File: src/rtl/core/node_id_acquisition_sequencer_unit_macros.svh
// ----------------------------------------------------------------------------
// Node-ID acquisition sequencer: assertion macros
// Small wrappers around concurrent assertions, used by the top-level RTL file.
// ----------------------------------------------------------------------------
`ifndef NODE_ID_ACQUISITION_SEQUENCER_UNIT_MACROS_SVH
`define NODE_ID_ACQUISITION_SEQUENCER_UNIT_MACROS_SVH

// Same-cycle implication, checked out of reset
`define NIAS_ASSERT_IMPL(label, clk, rst_n, ante, cons, msg) \
  label: assert property (@(posedge clk) disable iff (!rst_n) (ante) |-> (cons)) \
    else $error(msg);

// Next-cycle implication, checked out of reset
`define NIAS_ASSERT_NEXT(label, clk, rst_n, ante, cons, msg) \
  label: assert property (@(posedge clk) disable iff (!rst_n) (ante) |=> (cons)) \
    else $error(msg);

`endif

File: src/rtl/core/nias_pkg.sv
// ----------------------------------------------------------------------------
// Node-ID acquisition sequencer package
// Types, codes and controller/datapath interface structs.
// ----------------------------------------------------------------------------
`default_nettype none

package nias_pkg;

  // Bus master mode
  typedef enum logic [1:0] {
    MODE_NORMAL = 2'd0,
    MODE_POLL   = 2'd1,
    MODE_SET    = 2'd2
  } mode_e;

  // Outgoing message kinds
  localparam logic [2:0] KIND_POLL       = 3'd0;
  localparam logic [2:0] KIND_START_DATA = 3'd1;
  localparam logic [2:0] KIND_START_ACQ  = 3'd2;
  localparam logic [2:0] KIND_STOP_ACQ   = 3'd3;
  localparam logic [2:0] KIND_SET_ID     = 3'd4;

  // Register indexes
  localparam logic [1:0] REG_NORMAL_PERIOD = 2'd0;
  localparam logic [1:0] REG_POLL_PERIOD   = 2'd1;
  localparam logic [1:0] REG_POLL_DURATION = 2'd2;
  localparam logic [1:0] REG_ASSIGN_PERIOD = 2'd3;

  // Register reset values
  localparam logic [15:0] RST_NORMAL_PERIOD = 16'd1000;
  localparam logic [15:0] RST_POLL_PERIOD   = 16'd100;
  localparam logic [15:0] RST_POLL_DURATION = 16'd2000;
  localparam logic [15:0] RST_ASSIGN_PERIOD = 16'd100;

  // Poll replies from this node are ignored
  localparam logic [7:0] BROADCAST_ID = 8'hFF;

  // Controller states, one-hot
  typedef enum logic [3:0] {
    ST_IDLE = 4'b0001,
    ST_DIV  = 4'b0010,
    ST_EVAL = 4'b0100,
    ST_EMIT = 4'b1000
  } state_e;

  // Controller -> datapath
  typedef struct packed {
    logic load;       // input transfer this cycle
    logic div_step;   // one remainder step
    logic eval;       // apply tick, fill message buffer
    logic emit_next;  // output transfer this cycle
  } nias_cmd_t;

  // Datapath -> controller
  typedef struct packed {
    logic is_tick;    // offered item is a tick
    logic need_div;   // tick needs counter remainder
    logic div_last;   // final remainder step
    logic no_msg;     // evaluated tick gives no message
    logic emit_last;  // message on output is the last one
  } nias_sts_t;

endpackage

`default_nettype wire

File: src/rtl/core/node_id_acquisition_sequencer_unit.sv
// ----------------------------------------------------------------------------
// Node-ID acquisition sequencer
// Bus master sequencer: keep-alive polling, acquisition start/stop and
// node ID assignment, driven by tick and node-message items.
//
//   channel  direction  handshake              payload
//   in       to block   in_valid_i/in_stall_o  req_type, node_id, poll_reply,
//                                              acq_req, id_clear
//   out      from block out_valid_o/out_stall_i msg_kind, clear_flag,
//                                              assigned_id, last
//   cfg      to block   cfg_we_i               cfg_idx_i, cfg_data_i
//
// A node-message item is taken without leaving the idle state. A tick first
// runs a bit-serial counter remainder pass in acquire-poll mode with a nonzero
// poll period, then is evaluated and sends 0 to 4 messages, one per transfer.
// Output stalls hold the current message; the input stays stalled until the
// last message of the tick has been transferred.
// Reset is asynchronous, active low; no clearing pass is needed.
// ----------------------------------------------------------------------------
`default_nettype none

`include "node_id_acquisition_sequencer_unit_macros.svh"

module node_id_acquisition_sequencer_unit (
  input  wire logic        clk_i,
  input  wire logic        rst_ni,
  input  wire logic        cfg_we_i,
  input  wire logic [1:0]  cfg_idx_i,
  input  wire logic [15:0] cfg_data_i,
  input  wire logic        in_valid_i,
  output logic             in_stall_o,
  input  wire logic        req_type_i,
  input  wire logic [7:0]  node_id_i,
  input  wire logic        poll_reply_i,
  input  wire logic        acq_req_i,
  input  wire logic        id_clear_i,
  output logic             out_valid_o,
  input  wire logic        out_stall_i,
  output logic [2:0]       msg_kind_o,
  output logic             clear_flag_o,
  output logic [7:0]       assigned_id_o,
  output logic             last_o
);
  import nias_pkg::*;

  nias_cmd_t cmd;
  nias_sts_t sts;

  nias_ctrl u_ctrl (
    .clk_i       (clk_i),
    .rst_ni      (rst_ni),
    .in_valid_i  (in_valid_i),
    .in_stall_o  (in_stall_o),
    .out_valid_o (out_valid_o),
    .out_stall_i (out_stall_i),
    .cmd_o       (cmd),
    .sts_i       (sts)
  );

  nias_datapath u_datapath (
    .clk_i         (clk_i),
    .rst_ni        (rst_ni),
    .cmd_i         (cmd),
    .sts_o         (sts),
    .cfg_we_i      (cfg_we_i),
    .cfg_idx_i     (cfg_idx_i),
    .cfg_data_i    (cfg_data_i),
    .req_type_i    (req_type_i),
    .node_id_i     (node_id_i),
    .poll_reply_i  (poll_reply_i),
    .acq_req_i     (acq_req_i),
    .id_clear_i    (id_clear_i),
    .msg_kind_o    (msg_kind_o),
    .clear_flag_o  (clear_flag_o),
    .assigned_id_o (assigned_id_o),
    .last_o        (last_o)
  );

  // No input transfer while a message is on offer
  `NIAS_ASSERT_IMPL(a_emit_blocks_in, clk_i, rst_ni, out_valid_o, in_stall_o, "input open during emit")
  // Valid drops after the last message of a tick
  `NIAS_ASSERT_NEXT(a_last_ends, clk_i, rst_ni, out_valid_o && !out_stall_i && last_o, !out_valid_o, "emit past last message")
  // A node-message item does not stall the input after it is taken
  `NIAS_ASSERT_NEXT(a_msg_one_cycle, clk_i, rst_ni, in_valid_i && !in_stall_o && req_type_i, !in_stall_o, "message item held the input")

endmodule

`default_nettype wire

File: src/rtl/core/nias_datapath.sv
// ----------------------------------------------------------------------------
// Node-ID acquisition sequencer datapath
// Config registers, mode/counter/ID state, bit-serial remainder unit and
// four-entry message buffer.
// ----------------------------------------------------------------------------
`default_nettype none

module nias_datapath (
  input  wire logic              clk_i,
  input  wire logic              rst_ni,
  input  wire nias_pkg::nias_cmd_t cmd_i,
  output nias_pkg::nias_sts_t    sts_o,
  input  wire logic              cfg_we_i,
  input  wire logic [1:0]        cfg_idx_i,
  input  wire logic [15:0]       cfg_data_i,
  input  wire logic              req_type_i,
  input  wire logic [7:0]        node_id_i,
  input  wire logic              poll_reply_i,
  input  wire logic              acq_req_i,
  input  wire logic              id_clear_i,
  output logic [2:0]             msg_kind_o,
  output logic                   clear_flag_o,
  output logic [7:0]             assigned_id_o,
  output logic                   last_o
);
  import nias_pkg::*;

  logic [15:0] normal_period_q, poll_period_q, poll_duration_q, assign_period_q;
  mode_e       mode_q, mode_d;
  logic [15:0] tick_q, tick_d;
  logic [7:0]  highest_q, highest_d;
  logic [15:0] tinc_q;
  logic        acq_q, clr_q;
  logic [15:0] dvd_q;
  logic [15:0] rem_q;
  logic [3:0]  div_cnt_q;
  logic [16:0] rem_shift;
  logic [16:0] rem_sub;
  logic [2:0]  buf_kind_q [4];
  logic        buf_flag_q [4];
  logic [7:0]  buf_id_q   [4];
  logic [2:0]  ev_kind    [4];
  logic        ev_flag    [4];
  logic [7:0]  ev_id      [4];
  logic [2:0]  cnt_q, cnt_d;
  logic [1:0]  idx_q;
  logic        hit_normal, hit_poll, hit_assign, poll_done;

  // Configuration writes
  always_ff @(posedge clk_i or negedge rst_ni) begin
    if (!rst_ni) begin
      normal_period_q <= RST_NORMAL_PERIOD;
      poll_period_q   <= RST_POLL_PERIOD;
      poll_duration_q <= RST_POLL_DURATION;
      assign_period_q <= RST_ASSIGN_PERIOD;
    end else if (cfg_we_i) begin
      unique case (cfg_idx_i)
        REG_NORMAL_PERIOD: normal_period_q <= cfg_data_i;
        REG_POLL_PERIOD:   poll_period_q   <= cfg_data_i;
        REG_POLL_DURATION: poll_duration_q <= cfg_data_i;
        REG_ASSIGN_PERIOD: assign_period_q <= cfg_data_i;
        default: ;
      endcase
    end
  end

  // Status toward the controller
  assign sts_o.is_tick   = !req_type_i;
  assign sts_o.need_div  = (mode_q == MODE_POLL) && (poll_period_q != 16'd0);
  assign sts_o.div_last  = (div_cnt_q == 4'hF);
  assign sts_o.no_msg    = (cnt_d == 3'd0);
  assign sts_o.emit_last = ({1'b0, idx_q} == (cnt_q - 3'd1));

  // Restoring remainder step: tinc mod poll_period, one bit a cycle
  assign rem_shift = {rem_q, dvd_q[15]};
  assign rem_sub   = rem_shift - {1'b0, poll_period_q};

  always_ff @(posedge clk_i or negedge rst_ni) begin
    if (!rst_ni) begin
      div_cnt_q <= 4'd0;
    end else if (cmd_i.load) begin
      div_cnt_q <= 4'd0;
    end else if (cmd_i.div_step) begin
      div_cnt_q <= div_cnt_q + 4'd1;
    end
  end

  // Tick operands and remainder datapath
  always_ff @(posedge clk_i) begin
    if (cmd_i.load) begin
      tinc_q <= tick_q + 16'd1;
      dvd_q  <= tick_q + 16'd1;
      rem_q  <= 16'd0;
      acq_q  <= acq_req_i;
      clr_q  <= id_clear_i;
    end else if (cmd_i.div_step) begin
      dvd_q <= {dvd_q[14:0], 1'b0};
      rem_q <= rem_sub[16] ? rem_shift[15:0] : rem_sub[15:0];
    end
  end

  // Tick evaluation: next state and message list
  assign hit_normal = (tinc_q == normal_period_q);
  assign hit_poll   = (poll_period_q != 16'd0) && (rem_q == 16'd0);
  assign hit_assign = (tinc_q == assign_period_q);
  assign poll_done  = (tinc_q >= poll_duration_q);

  always_comb begin
    mode_d    = mode_q;
    tick_d    = tick_q;
    highest_d = highest_q;
    cnt_d     = 3'd0;
    for (int i = 0; i < 4; i++) begin
      ev_kind[i] = KIND_POLL;
      ev_flag[i] = 1'b0;
      ev_id[i]   = 8'd0;
    end
    unique case (mode_q)
      MODE_NORMAL: begin
        tick_d = (hit_normal || acq_q) ? 16'd0 : tinc_q;
        if (acq_q) begin
          mode_d = MODE_POLL;
          if (clr_q) begin
            highest_d = 8'd0;
          end
        end
        unique case ({hit_normal, acq_q})
          2'b11: begin
            ev_kind[1] = KIND_START_DATA;
            ev_kind[2] = KIND_START_ACQ;
            ev_kind[3] = KIND_START_ACQ;
            ev_flag[2] = clr_q;
            ev_flag[3] = clr_q;
            cnt_d      = 3'd4;
          end
          2'b10: begin
            ev_kind[1] = KIND_START_DATA;
            cnt_d      = 3'd2;
          end
          2'b01: begin
            ev_kind[0] = KIND_START_ACQ;
            ev_kind[1] = KIND_START_ACQ;
            ev_flag[0] = clr_q;
            ev_flag[1] = clr_q;
            cnt_d      = 3'd2;
          end
          default: cnt_d = 3'd0;
        endcase
      end
      MODE_POLL: begin
        cnt_d = hit_poll ? 3'd1 : 3'd0;
        if (poll_done) begin
          mode_d = MODE_SET;
          tick_d = 16'd0;
        end else begin
          tick_d = tinc_q;
        end
      end
      MODE_SET: begin
        if (!acq_q) begin
          mode_d     = MODE_NORMAL;
          tick_d     = 16'd0;
          ev_kind[0] = KIND_STOP_ACQ;
          ev_kind[1] = KIND_STOP_ACQ;
          cnt_d      = 3'd2;
        end else if (hit_assign) begin
          tick_d     = 16'd0;
          ev_kind[1] = KIND_SET_ID;
          ev_id[1]   = highest_q + 8'd1;
          cnt_d      = 3'd2;
        end else begin
          tick_d = tinc_q;
        end
      end
      default: ;  // unused mode code holds everything
    endcase
  end

  // Mode, counter and highest node ID
  always_ff @(posedge clk_i or negedge rst_ni) begin
    if (!rst_ni) begin
      mode_q    <= MODE_NORMAL;
      tick_q    <= 16'd0;
      highest_q <= 8'd0;
    end else if (cmd_i.load && req_type_i) begin
      if (!(poll_reply_i && (node_id_i == BROADCAST_ID)) && (node_id_i > highest_q)) begin
        highest_q <= node_id_i;
      end
    end else if (cmd_i.eval) begin
      mode_q    <= mode_d;
      tick_q    <= tick_d;
      highest_q <= highest_d;
    end
  end

  // Message buffer
  always_ff @(posedge clk_i) begin
    if (cmd_i.eval) begin
      for (int i = 0; i < 4; i++) begin
        buf_kind_q[i] <= ev_kind[i];
        buf_flag_q[i] <= ev_flag[i];
        buf_id_q[i]   <= ev_id[i];
      end
    end
  end

  // Buffer fill count and read pointer
  always_ff @(posedge clk_i or negedge rst_ni) begin
    if (!rst_ni) begin
      cnt_q <= 3'd0;
      idx_q <= 2'd0;
    end else if (cmd_i.eval) begin
      cnt_q <= cnt_d;
      idx_q <= 2'd0;
    end else if (cmd_i.emit_next) begin
      idx_q <= idx_q + 2'd1;
    end
  end

  // Output payload straight from the buffer
  assign msg_kind_o    = buf_kind_q[idx_q];
  assign clear_flag_o  = buf_flag_q[idx_q];
  assign assigned_id_o = buf_id_q[idx_q];
  assign last_o        = sts_o.emit_last;

endmodule

`default_nettype wire

File: src/rtl/core/nias_ctrl.sv
// ----------------------------------------------------------------------------
// Node-ID acquisition sequencer controller
// One-hot state machine: accept, optional remainder pass, evaluate, emit.
// ----------------------------------------------------------------------------
`default_nettype none

module nias_ctrl (
  input  wire logic                clk_i,
  input  wire logic                rst_ni,
  input  wire logic                in_valid_i,
  output logic                     in_stall_o,
  output logic                     out_valid_o,
  input  wire logic                out_stall_i,
  output nias_pkg::nias_cmd_t      cmd_o,
  input  wire nias_pkg::nias_sts_t sts_i
);
  import nias_pkg::*;

  state_e state_q, state_d;

  // Handshake from state
  assign in_stall_o  = (state_q != ST_IDLE);
  assign out_valid_o = (state_q == ST_EMIT);

  // Commands
  assign cmd_o.load      = (state_q == ST_IDLE) && in_valid_i;
  assign cmd_o.div_step  = (state_q == ST_DIV);
  assign cmd_o.eval      = (state_q == ST_EVAL);
  assign cmd_o.emit_next = (state_q == ST_EMIT) && !out_stall_i;

  // Next state
  always_comb begin
    state_d = state_q;
    unique case (state_q)
      ST_IDLE: begin
        if (in_valid_i && sts_i.is_tick) begin
          state_d = sts_i.need_div ? ST_DIV : ST_EVAL;
        end
      end
      ST_DIV: begin
        if (sts_i.div_last) begin
          state_d = ST_EVAL;
        end
      end
      ST_EVAL: begin
        state_d = sts_i.no_msg ? ST_IDLE : ST_EMIT;
      end
      ST_EMIT: begin
        if (!out_stall_i && sts_i.emit_last) begin
          state_d = ST_IDLE;
        end
      end
      default: state_d = ST_IDLE;
    endcase
  end

  always_ff @(posedge clk_i or negedge rst_ni) begin
    if (!rst_ni) begin
      state_q <= ST_IDLE;
    end else begin
      state_q <= state_d;
    end
  end

endmodule

`default_nettype wire

File: config.mk
export PLATFORM = sky130hd
export DESIGN_NAME = node_id_acquisition_sequencer_unit
export DESIGN_NICKNAME = d
export VERILOG_FILES = /design/src/rtl/core/nias_pkg.sv /design/src/rtl/core/node_id_acquisition_sequencer_unit.sv /design/src/rtl/core/nias_datapath.sv /design/src/rtl/core/nias_ctrl.sv
export VERILOG_INCLUDE_DIRS = /design/src /design/src/rtl/core
export SDC_FILE = /design/constraint.sdc
export NUM_CORES = 1
export LEC_CHECK = 0
export ABC_CLOCK_PERIOD_IN_PS = 7700
export CAP_MARGIN = 5
export CORE_MARGIN = 4
export CORE_UTILIZATION = 25
export DETAILED_ROUTE_END_ITERATION = 6
export DONT_BUFFER_PORTS = 1
export PLACE_DENSITY = 0.37
export SYNTH_ARGS = -nofsm -noshare
export SYNTH_HDL_FRONTEND = slang
export SYNTH_SLANG_ARGS = --single-unit
export TNS_END_PERCENT = 50
File: constraint.sdc
create_clock -name clk_i -period 7.7 [get_ports clk_i]
set_input_delay 0 -clock clk_i [delete_from_list [all_inputs] [get_ports clk_i]]
set_output_delay 0 -clock clk_i [all_outputs]
set_load 0.02 [all_outputs]
==> impl_metrics.ini, run 1 <==
[route]
wl_per_cell_um = 18.1
firstDrtPassIters = 4
viasPerCell = 4.60
drc = 0
totalWireLength_mm = 24.0
vias = 6109
ant_nets = 0
drt-initial-drc-count = 280

[layout]
n_antenna_cell = 0
postLayoutCellArea_um2 = 10500
syn_to_final_growth_pct = 16.6
fin_util_pct = 29.5
multiInputGateArea_um2 = 4240
nets = 939
final_cells = 1328
fillerInstances = 3678
regArea_um2 = 4420
drive_above_1_share_pct = 15.7

[placed_design]
dp_hpwl_mm = 17.2
io_buffers = 0
place_area_um2 = 9530
placed_cells = 1264
dp_slack_ns = 4.23
routabilityCongestion = 0.772

[sta]
drv_slew = 0
hold_viol = 0
max_freq_mhz = 292
fin_ws_ns = 4.28
fin_skew_ns = 0.0138
final.min_clock_period_ns = 3.42
grt_setup_unrepaired = false
tns_ns = 0
maxSlewHeadroom_pct = 23.9
period_share_pct = 44.5
worstMarginPinSlew_ns = 1.13
setup_violations = 0

[die]
ioPinCount = 50
die-area_um2 = 39000
die_h_um = 198
initial_utilization_pct = 25.3
core_um2 = 35500
num_rows = 69
die-width_um = 198

[clock_network]
tritoncts = done
ctsHtreeMaxLevel = 4
numCtsBuffers = 17
clock_latency_ns = 0.44
ctsHoldBuffers = 32
cts_buffer_depth = 2
path_clk_slew_ns = 0.08
root_buffer = clkbuf_16
cts_setup_buffers = 0
clock-sinks = 169
cts_resized = 0

[worst_hold_path]
hold_path.startpoint = cfg_idx_i[1]
hp-class = in -> reg
min_to = u_datapath.normal_period_q[8]$_DFFE_PN1P_
hold_path_depth = 3

[critical_path]
critPathArrivalTime_ns = 3.79
crit_path_start_kind = flip-flop
end_kind = flip-flop
crit_path_max_fanout = 22
r2r_slack_ns = 4.28
required_ns = 8.07
reg2reg_depth = 6
r2r-end = u_datapath.tick_q[1]$_DFFE_PN0P_
critPathKind = reg -> reg
r2r_start = u_ctrl.state_q[1]$_DFFE_PN0P_

[logic_synthesis]
yosys.area.top_type = dfrtp_1
synth.distinct_cells = 64
synth.top_cell.area_share_pct = 23.4
ys.flop_type = dfrtp_1
synth.avg_cell_area_um2 = 11.0
synthArstFlopShare_pct = 60.9
yosysSeqAreaShare_pct = 49.3
synthesis.nets = 903
synth.area.top_cells = dfrtp_1 23%, edfxtp_1 17%, mux2_2 8.3%
syn_area_um2 = 8980
ys_ff_latch = 169
syn_inst = 818
yosys_warnings = 0
synth-edff-count = 50

[grt]
grt_pass1_vias = 6489
grt_remaining_overflow = 0
track_usage_pct = 12.6
grt_antenna_before_repair = 0
grt_max_degree = 104
grt_pass1_wl_mm = 38.3

[power]
cellPowerDensity_nw_per_um2 = 315
peakVddDrop_uv = 147
p_leak_nw = 4.40

[outcome]
status = finished clean

[run]
drv_cap = 0
## cells in the final DEF, fill, tap and decap left out, drive strengths merged, types with 25 or more instances in the layout
| cell | count |
|---|---|
| edfxtp | 50 |
| nor2 | 40 |
| dlygate4sd3 | 31 |
| inv | 75 |
| ha | 49 |
| o21ai | 36 |
| xnor2 | 41 |
| nand2 | 84 |
| dfrtp | 84 |
| xor2 | 30 |
| mux2 | 67 |
| nand3 | 25 |
## flip-flops by register name, summed over array words and instances, names as in the netlist, 8 cells and up
register and flops:
u_datapath.tick_q 16, u_datapath.tinc_q 16, u_datapath.poll_period_q 16, u_datapath.rem_q 16
u_datapath.assign_period_q 16, u_datapath.normal_period_q 16, u_datapath.dvd_q 16, u_datapath.highest_q 8
u_datapath.poll_duration_q 16, u_datapath.buf_id_q 8
## worst max path at each step
stage / start / endpoint / slack, ns
2_1_floorplan: u_datapath.poll_period_q[0]$_DFFE_PN0P_ / u_datapath.rem_q[11]$_SDFFE_PP0P_ / 5.21
3_3_place_gp: u_ctrl.state_q[1]$_DFFE_PN0P_ / u_datapath.tick_q[11]$_DFFE_PN0P_ / 4.27
3_5_place_dp: u_ctrl.state_q[1]$_DFFE_PN0P_ / u_datapath.tick_q[15]$_DFFE_PN0P_ / 4.23
4_1_cts: u_ctrl.state_q[1]$_DFFE_PN0P_ / u_datapath.tick_q[1]$_DFFE_PN0P_ / 4.22
5_1_grt: u_ctrl.state_q[1]$_DFFE_PN0P_ / u_datapath.tick_q[1]$_DFFE_PN0P_ / 3.85
6_report: u_ctrl.state_q[1]$_DFFE_PN0P_ / u_datapath.tick_q[1]$_DFFE_PN0P_ / 4.28
## worst max-delay path: stages, from the launching register on
cell	delay, ns
dfrtp_1	0.43
nor2_1	0.12
nand3b_1	0.19
inv_1	0.68
nand2b_1	0.64
nor3_2	1.03
a22o_1	0.26
## report_power, final
group	internal (mW)	switching (mW)	leakage, nW
Combinational	0.412	0.546	2.26
Clock	0.495	0.420	0.300
Sequential	1.20	0.217	1.84
## area by class of cell
class,count,area share [%]
multi-input combinational,563,40.5
clock buffer,17,4.06
tap,461,5.51
inverter,65,2.33
timing repair buffer,38,3.66
sequential,169,42.2
clock inverter,15,1.73
## synthesized netlist by cell type (4+ instances only)
master / count
a22o_1: 18
clkbuf_1: 15
nor3_1: 4
a21oi_1: 14
nor2b_1: 10
mux2i_1: 22
mux2_2: 66
ha_1: 49
edfxtp_1: 50
nand2b_1: 5
dfxtp_1: 16
xor2_1: 30
nor4_1: 15
inv_1: 65
nand3b_1: 4
and2_1: 11
nor2_1: 40
dfstp_2: 19
dfrtp_1: 84
o21a_1: 9
nand3_1: 25
o211ai_1: 5
nand4_1: 20
nand2_1: 84
xnor2_1: 41
o21ai_0: 35
## per-layer routing
metal | track usage (%) | routed length, µm | vias to the layer above
li1 | - | - | 2972
met1 | 18.4 | 12400 | 3047
met2 | 19.3 | 10600 | 80
met3 | 3.00 | 912 | 10
met4 | 2.32 | 137 | 0
met5 | 0 | 0 | -
## cells by family after synthesis
logic type               synth area share, %
AO/OA/AOI/OAI                           8.85
XOR/XNOR                                6.93
adder cells (fa/ha/maj)                 7.05
buffers and inverters                   3.75
flip-flops                              49.3
multiplexers                            10.9
AND/OR/NAND/NOR                         13.3
## metrics by stage
stage | hold slack, ns | total power, mW
after floorplan | -0.296 | 2.08
after global placement | -0.293 | 2.38
after detailed placement | -0.292 | 2.38
after CTS | 0.0412 | 3.35
after global routing | 0.0468 | 3.53
final | 0.0625 | 3.29
Power figures use the tool's default switching activity.
==> inputs of run 2 (changes only) <==
ABC_CLOCK_PERIOD_IN_PS = 3200   (was 7700)
clock period = 3.2 ns   (was 7.7 ns; I/O delays follow)
==> run 2 against run 1 <==
  * Register-to-register slack worse by 3.9 ns
  * Clock skew grew 0.0069 ns
  * First-iteration DRC count decreased by 6.4%
  * Design area is 0.31% higher
  * Sequential cell count stayed put
  * Via count shrank 0.85%
  * Global-route usage down 0.14 points
  * Utilization grew 0.092 points
  * Maximum frequency increased by 22%
  * Die area unchanged
  * Worst hold slack better by 0.015 ns
  * Clock power is 130% higher
  * Critical path type unchanged
  * Largest power group unchanged
==> impl_metrics.ini, run 2 (synthesized netlist as in run 1, its figures left out) <==
[route]
wl_met3_um = 790
vias = 6057
drc = 0
viasPerCell = 4.53
wl_per_cell_um = 17.7
wl_met2_mm = 10.5
ant_nets = 0
drt-initial-drc-count = 262
firstDrtPassIters = 4
highest_layer = met4
wl_met1_mm = 12.2
totalWireLength_mm = 23.7

[die]
die-area_um2 = 39000
num_rows = 69
die-width_um = 198
core_um2 = 35500
initial_utilization_pct = 25.3
die_h_um = 198
ioPinCount = 50

[placed_design]
place_area_um2 = 9580
dp_slack_ns = 0.392
dp_hpwl_mm = 17.1
placed_cells = 1271
io_buffers = 0
routabilityCongestion = 0.745

[clock_network]
tritoncts = done
path_clk_slew_ns = 0.07
cts_buffer_depth = 2
cts_resized = 0
root_buffer = clkbuf_16
numCtsBuffers = 17
ctsHtreeMaxLevel = 4
clock_latency_ns = 0.44
clock-sinks = 169

[sta]
fin_skew_ns = 0.0207
drv_slew = 0
final.min_clock_period_ns = 2.80
fin_ws_ns = 0.396
hold_viol = 0
setup_violations = 0
worstMarginPinSlew_ns = 1.05
period_share_pct = 87.6
tns_ns = 0
max_freq_mhz = 357
grt_setup_unrepaired = false
maxSlewHeadroom_pct = 30.1
timing.hold.ws_ns = 0.0771

[grt]
track_usage_pct = 12.5
grt_antenna_before_repair = 1
grt_pass1_vias = 6297
grt_pass1_wl_mm = 37.5
grt_max_degree = 104
grt_remaining_overflow = 0

[critical_path]
end_kind = flip-flop
critPathMaxStageDelay_ns = 0.40
slowest_stage = dfrtp_1
critPathArrivalTime_ns = 3.18
critPathKind = reg -> reg
required_ns = 3.58
crit_path_max_fanout = 20
worstPathCellList = ha_1, fa_1, nor2b_1, o31a_1, o22ai_2, o31ai_2, xor2_2, buf_4, mux2_4, o21ai_2
crit_path_start_kind = flip-flop

[run]
drv_cap = 0

[layout]
syn_to_final_growth_pct = 17.0
drive_above_1_share_pct = 16.5
nets = 946
postLayoutCellArea_um2 = 10500
fin_util_pct = 29.6
final_cells = 1338
final_cell_mix = 84 x nand2_1, 84 x dfrtp_1, 66 x mux2_2, 65 x inv_1, 50 x edfxtp_1

[power]
p_leak_nw = 4.42
cellPowerDensity_nw_per_um2 = 743
peakVddDrop_uv = 394
power_mw = 7.80

[outcome]
status = finished clean

[worst_hold_path]
hp-class = in -> reg
run 2: cell count changes in the layout (fill, tap and decap cells not counted), sizes merged:
cell      previous run  this run
bufinv               2         1
inv                 75        70
diode                0         3
clkbuf              17        19
clkinv               3         5
clkinvlp             0         2
buf                  7        14
run 2: cell type report:
cell class,count,area [µm²]
inverter,65,244
fill,3670,25000
sequential,169,4420
clock inverter,13,115
timing repair buffer,45,435
clock buffer,19,464
antenna,3,7.51
multi-input combinational,563,4240
tap,461,577
run 2: power breakdown:
group	internal [mW]	switching, mW	total [mW]
combinational	1.01	1.30	2.31
clock	1.15	0.949	2.10
sequential	2.90	0.500	3.40
run 2: final timing paths:
check / startpoint / cells after the start / endpoint / slack [ns]
max: u_datapath.poll_period_q[0]$_DFFE_PN0P_ / 10 / u_datapath.rem_q[11]$_SDFFE_PP0P_ / 0.40
min: cfg_idx_i[1] / 3 / u_datapath.normal_period_q[3]$_DFFE_PN1P_ / 0.08
max reg2reg: u_datapath.poll_period_q[0]$_DFFE_PN0P_ / 10 / u_datapath.rem_q[11]$_SDFFE_PP0P_ / 0.40
min reg2reg: u_datapath.poll_duration_q[15]$_DFFE_PN0P_ / 1 / u_datapath.poll_duration_q[15]$_DFFE_PN0P_ / 0.51
max in group asynchronous: rst_ni / 2 / u_datapath.poll_duration_q[14]$_DFFE_PN0P_ / 2.55
min in group asynchronous: rst_ni / 2 / u_datapath.highest_q[7]$_DFFE_PN0P_ / 0.13
run 2: routing by layer:
layer	track usage, %	vias to the layer above
li1	-	2985
met1	18.3	2982
met2	18.9	74
met3	2.73	16
met4	3.03	0
met5	0	-
run 2: worst max-delay path, delay by kind of cell (launching register included):
family          cells  cell delay [ns]
compound gates      4             0.78
xor+xnor            1             0.15
fa+ha+maj           2             0.61
buf+inv             1             0.29
flops               1             0.40
mux                 1             0.33
simple gates        1             0.18
run 2: timing repair:
action | in CTS | in global routing
setup endpoints to repair | 0 | 0
buffers inserted | 0 | 0
hold buffers | 32 | 0
endpoints found under the hold margin | 186 | 0
